## config.mk

```make
export PLATFORM = sky130hd
export DESIGN_NAME = fm_chip_timer_port_core
export DESIGN_NICKNAME = d
export VERILOG_FILES = /design/src/rtl/fmtp_pkg.sv /design/src/rtl/fmtp_fifo.sv /design/src/rtl/fmtp_front.sv /design/src/rtl/fmtp_back.sv /design/src/rtl/fm_chip_timer_port_core.sv
export SDC_FILE = /design/constraint.sdc
export NUM_CORES = 2
export LEC_CHECK = 0
export BUFFER_PORTS_ARGS = -buffer_cell sky130_fd_sc_hd__buf_2
export CORE_MARGIN = 3
export CORE_UTILIZATION = 60
export CTS_BUF_LIST = sky130_fd_sc_hd__clkbuf_8
export CTS_CLUSTER_SIZE = 20
export DETAILED_ROUTE_END_ITERATION = 10
export PLACE_DENSITY_LB_ADDON = 0.25
export RECOVER_POWER = 100
export SLEW_MARGIN = 5
export SYNTH_ARGS = -nofsm -noshare
export SYNTH_HDL_FRONTEND = slang
export SYNTH_SLANG_ARGS = --single-unit
```

## constraint.sdc

```tcl
create_clock -name clock -period 21.5 [get_ports clock]
set_input_delay 2.15 -clock clock [delete_from_list [all_inputs] [get_ports clock]]
set_output_delay 2.15 -clock clock [all_outputs]
set_load 0.02 [all_outputs]
```

## src/rtl/fmtp_pkg.sv

```systemverilog
package fmtp_pkg;

   // widths fixed by the request and result fields
   localparam int REQ_TYPE_W  = 2;
   localparam int PORT_W      = 2;
   localparam int VALUE_W     = 8;
   localparam int ELAPSED_W   = 20;
   localparam int REG_W       = 9;
   localparam int PERIOD_W    = 16;
   localparam int PRESET_W    = 8;
   localparam int TICK_W      = PRESET_W + 1;
   localparam int PROD_W      = TICK_W + PERIOD_W;
   localparam int CSR_INDEX_W = 1;

   localparam int TIME_WIDTH_DEFAULT = 64;

   // request queue between front and back, and result queue
   localparam int QUEUE_DEPTH = 2;
   localparam int QPTR_W      = $clog2(QUEUE_DEPTH);
   localparam int QCNT_W      = $clog2(QUEUE_DEPTH + 1);

   // request types
   localparam logic [REQ_TYPE_W-1:0] REQ_WRITE   = 2'd0;
   localparam logic [REQ_TYPE_W-1:0] REQ_READ    = 2'd1;
   localparam logic [REQ_TYPE_W-1:0] REQ_ADVANCE = 2'd2;

   // ports
   localparam logic [PORT_W-1:0] PORT_ADDR = 2'd0;
   localparam logic [PORT_W-1:0] PORT_DATA = 2'd1;
   localparam logic [PORT_W-1:0] PORT_HIGH = 2'd2;

   // register indexes
   localparam logic [REG_W-1:0] REG_T1    = 9'h002;
   localparam logic [REG_W-1:0] REG_T2    = 9'h003;
   localparam logic [REG_W-1:0] REG_CTRL  = 9'h004;
   localparam logic [REG_W-1:0] REG_NEW   = 9'h105;
   localparam logic [REG_W-1:0] HIGH_BANK = 9'h100;

   // timer control bits
   localparam int CTRL_RESET_BIT = 7;
   localparam int CTRL_MASK1_BIT = 6;
   localparam int CTRL_MASK2_BIT = 5;
   localparam int CTRL_EN1_BIT   = 0;
   localparam int CTRL_EN2_BIT   = 1;

   // status byte
   localparam logic [VALUE_W-1:0] STATUS_ANY = 8'h80;
   localparam logic [VALUE_W-1:0] STATUS_T1  = 8'h40;
   localparam logic [VALUE_W-1:0] STATUS_T2  = 8'h20;
   localparam logic [VALUE_W-1:0] READ_HIGH  = 8'hff;

   localparam logic [TICK_W-1:0] TICK_FULL = 9'h100;

   // config registers
   localparam logic [CSR_INDEX_W-1:0] CSR_T1_PERIOD = 1'd0;
   localparam logic [CSR_INDEX_W-1:0] CSR_T2_PERIOD = 1'd1;
   localparam logic [PERIOD_W-1:0] T1_PERIOD_RESET = 16'd80;
   localparam logic [PERIOD_W-1:0] T2_PERIOD_RESET = 16'd320;

   // classified operations
   localparam int OP_W = 3;
   localparam logic [OP_W-1:0] OP_NOP       = 3'd0;
   localparam logic [OP_W-1:0] OP_PRESET1   = 3'd1;
   localparam logic [OP_W-1:0] OP_PRESET2   = 3'd2;
   localparam logic [OP_W-1:0] OP_CTRL      = 3'd3;
   localparam logic [OP_W-1:0] OP_FWD       = 3'd4;
   localparam logic [OP_W-1:0] OP_STATUS    = 3'd5;
   localparam logic [OP_W-1:0] OP_READ_HIGH = 3'd6;
   localparam logic [OP_W-1:0] OP_ADVANCE   = 3'd7;

   typedef struct packed {
      logic [OP_W-1:0]      op;
      logic [REG_W-1:0]     fwd_reg;
      logic [VALUE_W-1:0]   value;
      logic [ELAPSED_W-1:0] elapsed;
   } cmd_type;

   typedef struct packed {
      logic [VALUE_W-1:0] read_data;
      logic               fwd_valid;
      logic [REG_W-1:0]   fwd_reg;
      logic [VALUE_W-1:0] fwd_value;
      logic               opl3_mode;
   } rsp_type;

endpackage

```

## src/rtl/fmtp_fifo.sv

```systemverilog
module fmtp_fifo #(
   parameter int WIDTH = 8
) (
   input  logic             clock,
   input  logic             reset,
   input  logic             push,
   input  logic [WIDTH-1:0] push_data,
   output logic             full,
   input  logic             pop,
   output logic [WIDTH-1:0] pop_data,
   output logic             empty
);
   import fmtp_pkg::*;

   logic [WIDTH-1:0]  mem_ff [QUEUE_DEPTH];
   logic [QPTR_W-1:0] wr_ptr_ff, wr_ptr_in;
   logic [QPTR_W-1:0] rd_ptr_ff, rd_ptr_in;
   logic [QCNT_W-1:0] count_ff, count_in;
   logic              do_push, do_pop;

   assign full     = (count_ff == QCNT_W'(QUEUE_DEPTH));
   assign empty    = (count_ff == '0);
   assign do_push  = push && !full;
   assign do_pop   = pop && !empty;
   assign pop_data = mem_ff[rd_ptr_ff];

   always_comb begin
      wr_ptr_in = wr_ptr_ff;
      rd_ptr_in = rd_ptr_ff;
      count_in  = count_ff;
      if (do_push) begin
         wr_ptr_in = (wr_ptr_ff == QPTR_W'(QUEUE_DEPTH - 1)) ? '0 : wr_ptr_ff + 1'b1;
      end
      if (do_pop) begin
         rd_ptr_in = (rd_ptr_ff == QPTR_W'(QUEUE_DEPTH - 1)) ? '0 : rd_ptr_ff + 1'b1;
      end
      if (do_push && !do_pop) begin
         count_in = count_ff + 1'b1;
      end else if (do_pop && !do_push) begin
         count_in = count_ff - 1'b1;
      end
   end

   always_ff @(posedge clock) begin
      if (reset) begin
         wr_ptr_ff <= '0;
         rd_ptr_ff <= '0;
         count_ff  <= '0;
      end else begin
         wr_ptr_ff <= wr_ptr_in;
         rd_ptr_ff <= rd_ptr_in;
         count_ff  <= count_in;
      end
   end

   always_ff @(posedge clock) begin
      if (do_push) begin
         mem_ff[wr_ptr_ff] <= push_data;
      end
   end

endmodule

```

## src/rtl/fmtp_front.sv

```systemverilog
module fmtp_front (
   input  logic                               clock,
   input  logic                               reset,
   input  logic                               req_push,
   output logic                               req_full,
   input  logic [fmtp_pkg::REQ_TYPE_W-1:0]    req_type,
   input  logic [fmtp_pkg::PORT_W-1:0]        req_port,
   input  logic [fmtp_pkg::VALUE_W-1:0]       req_value,
   input  logic [fmtp_pkg::ELAPSED_W-1:0]     req_elapsed_us,
   output logic                               cmd_push,
   output fmtp_pkg::cmd_type                  cmd,
   input  logic                               cmd_full
);
   import fmtp_pkg::*;

   logic [REG_W-1:0] reg_index_ff, reg_index_in;
   logic             accept;

   assign accept   = req_push && !cmd_full;
   assign req_full = cmd_full;
   assign cmd_push = accept;

   // address latch lives here so data writes are classified in request order
   always_comb begin
      cmd.op       = OP_NOP;
      cmd.fwd_reg  = reg_index_ff;
      cmd.value    = req_value;
      cmd.elapsed  = req_elapsed_us;
      reg_index_in = reg_index_ff;
      case (req_type)
         REQ_WRITE: begin
            case (req_port)
               PORT_ADDR: reg_index_in = {1'b0, req_value};
               PORT_HIGH: reg_index_in = HIGH_BANK | {1'b0, req_value};
               PORT_DATA: begin
                  case (reg_index_ff)
                     REG_T1:   cmd.op = OP_PRESET1;
                     REG_T2:   cmd.op = OP_PRESET2;
                     REG_CTRL: cmd.op = OP_CTRL;
                     default:  cmd.op = OP_FWD;
                  endcase
               end
               default: ;
            endcase
         end
         REQ_READ:    cmd.op = (req_port == PORT_HIGH) ? OP_READ_HIGH : OP_STATUS;
         REQ_ADVANCE: cmd.op = OP_ADVANCE;
         default: ;
      endcase
   end

   always_ff @(posedge clock) begin
      if (reset) begin
         reg_index_ff <= '0;
      end else if (accept) begin
         reg_index_ff <= reg_index_in;
      end
   end

endmodule

```

## src/rtl/fmtp_back.sv

```systemverilog
module fmtp_back #(
   parameter int TIME_WIDTH = fmtp_pkg::TIME_WIDTH_DEFAULT
) (
   input  logic                            clock,
   input  logic                            reset,
   input  logic [fmtp_pkg::PERIOD_W-1:0]   period1,
   input  logic [fmtp_pkg::PERIOD_W-1:0]   period2,
   input  logic                            cmd_empty,
   input  fmtp_pkg::cmd_type               cmd,
   output logic                            cmd_pop,
   input  logic                            rsp_full,
   output logic                            rsp_push,
   output fmtp_pkg::rsp_type               rsp
);
   import fmtp_pkg::*;

   localparam logic ST_EXEC   = 1'b0;
   localparam logic ST_FINISH = 1'b1;

   logic                  state_ff, state_in;
   logic [TIME_WIDTH-1:0] time_ff, time_in;
   logic [TIME_WIDTH-1:0] exp1_ff, exp1_in;
   logic [TIME_WIDTH-1:0] exp2_ff, exp2_in;
   logic                  on1_ff, on1_in;
   logic                  on2_ff, on2_in;
   logic [PRESET_W-1:0]   preset1_ff, preset1_in;
   logic [PRESET_W-1:0]   preset2_ff, preset2_in;
   logic                  mode_ff, mode_in;
   logic [PROD_W-1:0]     prod1_ff, prod1_in;
   logic [PROD_W-1:0]     prod2_ff, prod2_in;
   logic [PRESET_W-1:0]   sel1, sel2;
   logic [TICK_W-1:0]     ticks1, ticks2;
   logic [TIME_WIDTH-1:0] cand1, cand2;
   logic                  needs_mul;
   logic                  finish;
   logic [VALUE_W-1:0]    status;

   // timer writes register the product first and finish from ST_FINISH, everything else finishes from ST_EXEC
   assign needs_mul = (cmd.op == OP_PRESET1) || (cmd.op == OP_PRESET2) ||
                      (cmd.op == OP_CTRL);
   assign finish    = !cmd_empty && !rsp_full &&
                      ((state_ff == ST_FINISH) || !needs_mul);
   assign cmd_pop   = finish;
   assign rsp_push  = finish;

   // a preset write uses the new preset for its own expiry
   assign sel1   = (cmd.op == OP_PRESET1) ? cmd.value : preset1_ff;
   assign sel2   = (cmd.op == OP_PRESET2) ? cmd.value : preset2_ff;
   assign ticks1 = TICK_FULL - {1'b0, sel1};
   assign ticks2 = TICK_FULL - {1'b0, sel2};
   assign prod1_in = PROD_W'(ticks1) * PROD_W'(period1);
   assign prod2_in = PROD_W'(ticks2) * PROD_W'(period2);

   assign cand1 = time_ff + TIME_WIDTH'(prod1_ff);
   assign cand2 = time_ff + TIME_WIDTH'(prod2_ff);

   always_comb begin
      status = '0;
      if (on1_ff && (time_ff > exp1_ff)) begin
         status = status | STATUS_ANY | STATUS_T1;
      end
      if (on2_ff && (time_ff > exp2_ff)) begin
         status = status | STATUS_ANY | STATUS_T2;
      end
   end

   always_comb begin
      state_in   = state_ff;
      time_in    = time_ff;
      exp1_in    = exp1_ff;
      exp2_in    = exp2_ff;
      on1_in     = on1_ff;
      on2_in     = on2_ff;
      preset1_in = preset1_ff;
      preset2_in = preset2_ff;
      mode_in    = mode_ff;
      rsp        = '0;

      if (state_ff == ST_EXEC && !cmd_empty && needs_mul) begin
         state_in = ST_FINISH;
      end
      if (finish) begin
         state_in = ST_EXEC;
         case (cmd.op)
            OP_PRESET1: begin
               preset1_in = cmd.value;
               if (on1_ff) begin
                  exp1_in = cand1;
               end
            end
            OP_PRESET2: begin
               preset2_in = cmd.value;
               if (on2_ff) begin
                  exp2_in = cand2;
               end
            end
            OP_CTRL: begin
               if (cmd.value[CTRL_RESET_BIT]) begin
                  on1_in = 1'b0;
                  on2_in = 1'b0;
               end else begin
                  if (!cmd.value[CTRL_MASK1_BIT]) begin
                     on1_in = cmd.value[CTRL_EN1_BIT];
                     if (cmd.value[CTRL_EN1_BIT]) begin
                        exp1_in = cand1;
                     end
                  end
                  if (!cmd.value[CTRL_MASK2_BIT]) begin
                     on2_in = cmd.value[CTRL_EN2_BIT];
                     if (cmd.value[CTRL_EN2_BIT]) begin
                        exp2_in = cand2;
                     end
                  end
               end
            end
            OP_FWD: begin
               if (cmd.fwd_reg == REG_NEW) begin
                  mode_in = cmd.value[0];
               end
               rsp.fwd_valid = 1'b1;
               rsp.fwd_reg   = cmd.fwd_reg;
               rsp.fwd_value = cmd.value;
            end
            OP_STATUS:    rsp.read_data = status;
            OP_READ_HIGH: rsp.read_data = READ_HIGH;
            OP_ADVANCE:   time_in = time_ff + TIME_WIDTH'(cmd.elapsed);
            default: ;
         endcase
      end
      rsp.opl3_mode = mode_in;
   end

   always_ff @(posedge clock) begin
      if (reset) begin
         state_ff   <= ST_EXEC;
         time_ff    <= '0;
         exp1_ff    <= '0;
         exp2_ff    <= '0;
         on1_ff     <= 1'b0;
         on2_ff     <= 1'b0;
         preset1_ff <= '0;
         preset2_ff <= '0;
         mode_ff    <= 1'b0;
      end else begin
         state_ff   <= state_in;
         time_ff    <= time_in;
         exp1_ff    <= exp1_in;
         exp2_ff    <= exp2_in;
         on1_ff     <= on1_in;
         on2_ff     <= on2_in;
         preset1_ff <= preset1_in;
         preset2_ff <= preset2_in;
         mode_ff    <= mode_in;
      end
   end

   always_ff @(posedge clock) begin
      if (state_ff == ST_EXEC) begin
         prod1_ff <= prod1_in;
         prod2_ff <= prod2_in;
      end
   end

endmodule

```

## src/rtl/fm_chip_timer_port_core.sv

```systemverilog
// channel   | ports                                   | accepted when
// ----------+-----------------------------------------+--------------------------
// request   | req_push, req_full, req_type/port/...   | req_push && !req_full
// response  | rsp_empty, rsp_pop, rsp_read_data/...   | rsp_pop && !rsp_empty
// csr       | csr_we, csr_index, csr_wdata            | csr_we
//
// one response per request; requests enter a two-entry queue so a new one is
// taken every cycle while the queue has room, even with a response waiting
// address writes, reads, time advances and forwarded writes finish from ST_EXEC;
// preset and timer control writes register a 9x16 multiply for the tick count,
// then finish from ST_FINISH with the time-wide add of the expiry
// reset is synchronous and clears time, timers, the address latch and queues
// a full response queue stalls the back end, which in turn fills the request
// queue and raises req_full
module fm_chip_timer_port_core #(
   parameter int TIME_WIDTH = fmtp_pkg::TIME_WIDTH_DEFAULT
) (
   input  logic                              clock,
   input  logic                              reset,
   // request side
   input  logic                              req_push,
   output logic                              req_full,
   input  logic [fmtp_pkg::REQ_TYPE_W-1:0]   req_type,
   input  logic [fmtp_pkg::PORT_W-1:0]       req_port,
   input  logic [fmtp_pkg::VALUE_W-1:0]      req_value,
   input  logic [fmtp_pkg::ELAPSED_W-1:0]    req_elapsed_us,
   // response side
   output logic                              rsp_empty,
   input  logic                              rsp_pop,
   output logic [fmtp_pkg::VALUE_W-1:0]      rsp_read_data,
   output logic                              rsp_fwd_valid,
   output logic [fmtp_pkg::REG_W-1:0]        rsp_fwd_reg,
   output logic [fmtp_pkg::VALUE_W-1:0]      rsp_fwd_value,
   output logic                              rsp_opl3_mode,
   // config writes
   input  logic                              csr_we,
   input  logic [fmtp_pkg::CSR_INDEX_W-1:0]  csr_index,
   input  logic [fmtp_pkg::PERIOD_W-1:0]     csr_wdata
);
   import fmtp_pkg::*;

   localparam int CMD_W = $bits(cmd_type);
   localparam int RSP_W = $bits(rsp_type);

   // tick periods in microseconds
   logic [PERIOD_W-1:0] period1_ff;
   logic [PERIOD_W-1:0] period2_ff;

   logic       cmd_push, cmd_full, cmd_empty, cmd_pop;
   cmd_type    cmd_in, cmd_out;
   logic [CMD_W-1:0] cmd_out_bits;
   logic       rsp_push, rsp_full;
   rsp_type    rsp_in, rsp_out;
   logic [RSP_W-1:0] rsp_out_bits;

   always_ff @(posedge clock) begin
      if (reset) begin
         period1_ff <= T1_PERIOD_RESET;
         period2_ff <= T2_PERIOD_RESET;
      end else if (csr_we) begin
         case (csr_index)
            CSR_T1_PERIOD: period1_ff <= csr_wdata;
            CSR_T2_PERIOD: period2_ff <= csr_wdata;
            default: ;
         endcase
      end
   end

   // front: address latch and request classification
   fmtp_front u_front (
      .clock          (clock),
      .reset          (reset),
      .req_push       (req_push),
      .req_full       (req_full),
      .req_type       (req_type),
      .req_port       (req_port),
      .req_value      (req_value),
      .req_elapsed_us (req_elapsed_us),
      .cmd_push       (cmd_push),
      .cmd            (cmd_in),
      .cmd_full       (cmd_full)
   );

   // decoupling queue between front and back
   fmtp_fifo #(
      .WIDTH (CMD_W)
   ) u_cmd_queue (
      .clock     (clock),
      .reset     (reset),
      .push      (cmd_push),
      .push_data (cmd_in),
      .full      (cmd_full),
      .pop       (cmd_pop),
      .pop_data  (cmd_out_bits),
      .empty     (cmd_empty)
   );

   assign cmd_out = cmd_type'(cmd_out_bits);

   // back: time base, timers, status and forwarding
   fmtp_back #(
      .TIME_WIDTH (TIME_WIDTH)
   ) u_back (
      .clock     (clock),
      .reset     (reset),
      .period1   (period1_ff),
      .period2   (period2_ff),
      .cmd_empty (cmd_empty),
      .cmd       (cmd_out),
      .cmd_pop   (cmd_pop),
      .rsp_full  (rsp_full),
      .rsp_push  (rsp_push),
      .rsp       (rsp_in)
   );

   // response queue keeps the back end running while a response waits
   fmtp_fifo #(
      .WIDTH (RSP_W)
   ) u_rsp_queue (
      .clock     (clock),
      .reset     (reset),
      .push      (rsp_push),
      .push_data (rsp_in),
      .full      (rsp_full),
      .pop       (rsp_pop),
      .pop_data  (rsp_out_bits),
      .empty     (rsp_empty)
   );

   assign rsp_out       = rsp_type'(rsp_out_bits);
   assign rsp_read_data = rsp_out.read_data;
   assign rsp_fwd_valid = rsp_out.fwd_valid;
   assign rsp_fwd_reg   = rsp_out.fwd_reg;
   assign rsp_fwd_value = rsp_out.fwd_value;
   assign rsp_opl3_mode = rsp_out.opl3_mode;

endmodule
```

==> results_dict.tcl <==
set metrics [dict create \
    post_drt_wl_per_cell_um 17.3 \
    cpPeakStageDelay_ps 2120 \
    met3RoutedLength_mm 3.97 \
    wl_met2_mm 37.5 \
    maxCapViolCount 17 \
    dieArea_mm2 0.0587 \
    cts_setup_buffers 0 \
    htreeDepth 3 \
    area_delta_synth_final_pct 7.17 \
    die-height_um 242 \
    end_kind "flop" \
    combPwrFrac_pct 53.6 \
    muxShareOfSynthArea_pct 2.73 \
    worstMarginPinSlew_ps 3970 \
    drt_wl_total_mm 78.7 \
    p_total_w 0.00425 \
    place_inst 4400 \
    hold_viol_final 0 \
    drtIter0Drc 1666 \
    boundaryPins 83 \
    synthesis.area_mm2 0.0335 \
    min_period_ps 12260 \
    p_sw_share_pct 43.3 \
    start_kind "flop" \
    start_util_pct 61.4 \
    post_synth_fa_ha_maj_area_fraction_pct 23.1 \
    finalSetupTns_ps 0 \
    grt_pass1_vias 25085 \
    worst_path_max_delay_cell "clkbuf_1" \
    dp_hpwl_mm 58.8 \
    p_clk_share_pct 19.6 \
    grt_use_total_pct 26.9 \
    vias 25828 \
    path_max_fanout 54 \
    drive_gt1_share_pct 6.20 \
    crit_type "flop to flop" \
    port-buffer-count 82 \
    final-setup-viol-count 0 \
    highest_layer "met4" \
    slew_viol_final 773 \
    synthCells 3734 \
    routabilityCongestion 0.867 \
    fin_cells 4544 \
    fin_area_mm2 0.0359 \
    synth-xor-area-share_pct 5.60 \
    avgSynthCellArea_um2 8.97 \
    antenna_found_initial 1 \
    grt_first_pass_wirelength_mm 130 \
    cts_buffers 78 \
    rsz0062_at_grt "false" \
    timing.final.crit_share_pct 57.0 \
    syn_nets 4285 \
    max_freq_mhz 81.6 \
    synth_edf_count 176 \
    grt_overflow_total 0 \
    clock_skew_ps 67.0 \
    dr.pass1.iters 7 \
    power.switching_w 0.00184 \
    rows 85 \
    synth-simple-area-share_pct 16.6 \
    hp-class "flop to flop" \
    pwr-share-seq_pct 26.8 \
    relSlewSlack_pct -164 \
    met1_length_mm 35.6 \
    synthArstFlopShare_pct 0 \
    clkLatencyLatePin_ps 700 \
    die_x_um 242 \
    ff2ff_path_depth 28 \
    whs_ps 447 \
    min_from "u_back.exp2_ff[23]" \
    ys.warnings.count 0 \
    finalNetCount 4292 \
    min_delay_path_depth 2 \
    powerDensity_mw_per_mm2 118 \
    power_leakage_nw 15.5 \
    final_common_cell "inv_1" \
    via_per_inst 5.68 \
    grt_start_max_net_pins 93 \
    placed_area_mm2 0.0344 \
    cts_sinks 439 \
    post_cts_resized 0 \
    multiInputGateArea_mm2 0.0206 \
    drc 0 \
    ant_nets 0 \
    final_cell_mix "450 x inv_1, 394 x nand2_1, 296 x ha_1" \
    nFillCells 4582 \
    vdd_ir_drop_max_uv 103 \
    path_clk_slew_ps 60 \
    clockBufferDepth 3 \
    seq_area_mm2 0.0106 \
    violations "max-capacitance violations, max-slew violations" \
    seq_area_frac_synth_pct 31.5 \
    synth_compound_area_share_pct 13.4 \
    p_int_w 0.00241 \
    cts-hold-fix-buffers 0 \
    synth.distinct_cells 80 \
    arrival_ps 12650 \
    ys_seq_elements 439 \
    cts_tree "done" \
    cp.required_ps 21890 \
    synth_top_family_by_area "adder cells" \
    status "finished, violations left" \
    root_buffer "clkbuf_8" \
    synth_ff_type "dfxtp_1" \
    core-area_mm2 0.0546 \
]
## state kept, by name (all words and copies together), names as in the netlist, 2 cells and up, named ones only
name,cells
u_rsp_queue.mem_ff,46
u_back.preset1_ff,8
u_cmd_queue.count_ff,2
u_front.reg_index_ff,9
u_back.time_ff,64
u_back.preset2_ff,8
period1_ff,16
u_rsp_queue.count_ff,2
u_back.exp1_ff,64
u_back.prod1_ff,25
period2_ff,16
u_back.prod2_ff,25
u_back.exp2_ff,64
u_cmd_queue.mem_ff,80
## power groups by stage
| stage | registers (W) | clock network (W) | logic, W |
|---|---|---|---|
| 2_1_floorplan | 0.00111 | 0 | 0.00178 |
| 3_5_place_dp | 0.00115 | 0 | 0.00229 |
| 4_1_cts | 0.00114 | 0.000846 | 0.00231 |
| 5_1_grt | 0.00115 | 0.000883 | 0.00261 |
| 6_report | 0.00114 | 0.000833 | 0.00228 |
| 3_3_place_gp | 0.00115 | 0 | 0.00224 |
## worst paths after layout
check / slack (ps) / to
worst max-delay path: 9240 / u_back.prod2_ff[24]
worst min-delay path: 450 / u_back.exp2_ff[23]
worst min register to register: 450 / u_back.exp2_ff[23]
worst max register to register: 9240 / u_back.prod2_ff[24]
## critical path: cells and delay by family (launching register included)
| family | cells | cell delay (ps) |
|---|---|---|
| adder cells (fa/ha/maj) | 6 | 2490 |
| buffers and inverters | 5 | 2390 |
| XOR/XNOR | 2 | 250 |
| AND/OR/NAND/NOR | 7 | 1540 |
| AO/OA/AOI/OAI | 7 | 4240 |
| multiplexers | 1 | 730 |
| flip-flops | 1 | 300 |
## area by class of cell
class / instances / share of cell area (%)
flip-flops and latches: 439 / 29.4
repair buffers: 112 / 1.48
clock inverters: 46 / 1.02
well taps: 739 / 2.58
multi-input cells: 2683 / 57.3
diodes: 1 / 0.00697
clock buffers: 97 / 3.72
inverters: 427 / 4.47
## logic make-up (layout without fill, tap and decap cells)
| family | count (synthesis) | after routing |
|---|---|---|
| XOR/XNOR | 214 | 214 |
| buffers and inverters | 612 | 682 |
| other | 0 | 1 |
| adder cells (fa/ha/maj) | 497 | 497 |
| flip-flops | 439 | 439 |
| multiplexers | 83 | 83 |
| AND/OR/NAND/NOR | 1157 | 1157 |
| AO/OA/AOI/OAI | 732 | 732 |
## Yosys cell counts, types with 100 or more instances
library cell,number,area (um2)
inv_1,427,1600
nand2_1,394,1480
ha_1,296,3700
a21oi_1,281,1410
dfxtp_1,263,5270
nor2_1,255,957
fa_1,201,4020
edfxtp_1,176,5290
o21ai_0,149,746
clkbuf_1,136,510
and2_1,134,838
xor2_1,114,998
xnor2_1,100,876
## through the flow
step | setup WS [ps] | util (%)
after floorplan | 14370 | -
after global placement | 12830 | 63.0
after detailed placement | 12690 | 63.0
after CTS | 12630 | 66.1
after global routing | 8260 | 65.8
final | 9240 | 65.8
## metal layers
metal  up-vias  GRT usage (%)
met5         -              0
met4         0           6.93
met3       120           3.67
met2       663           45.0
met1     12461           37.1
li1      12584              -
(Power assumes the default switching activity.)
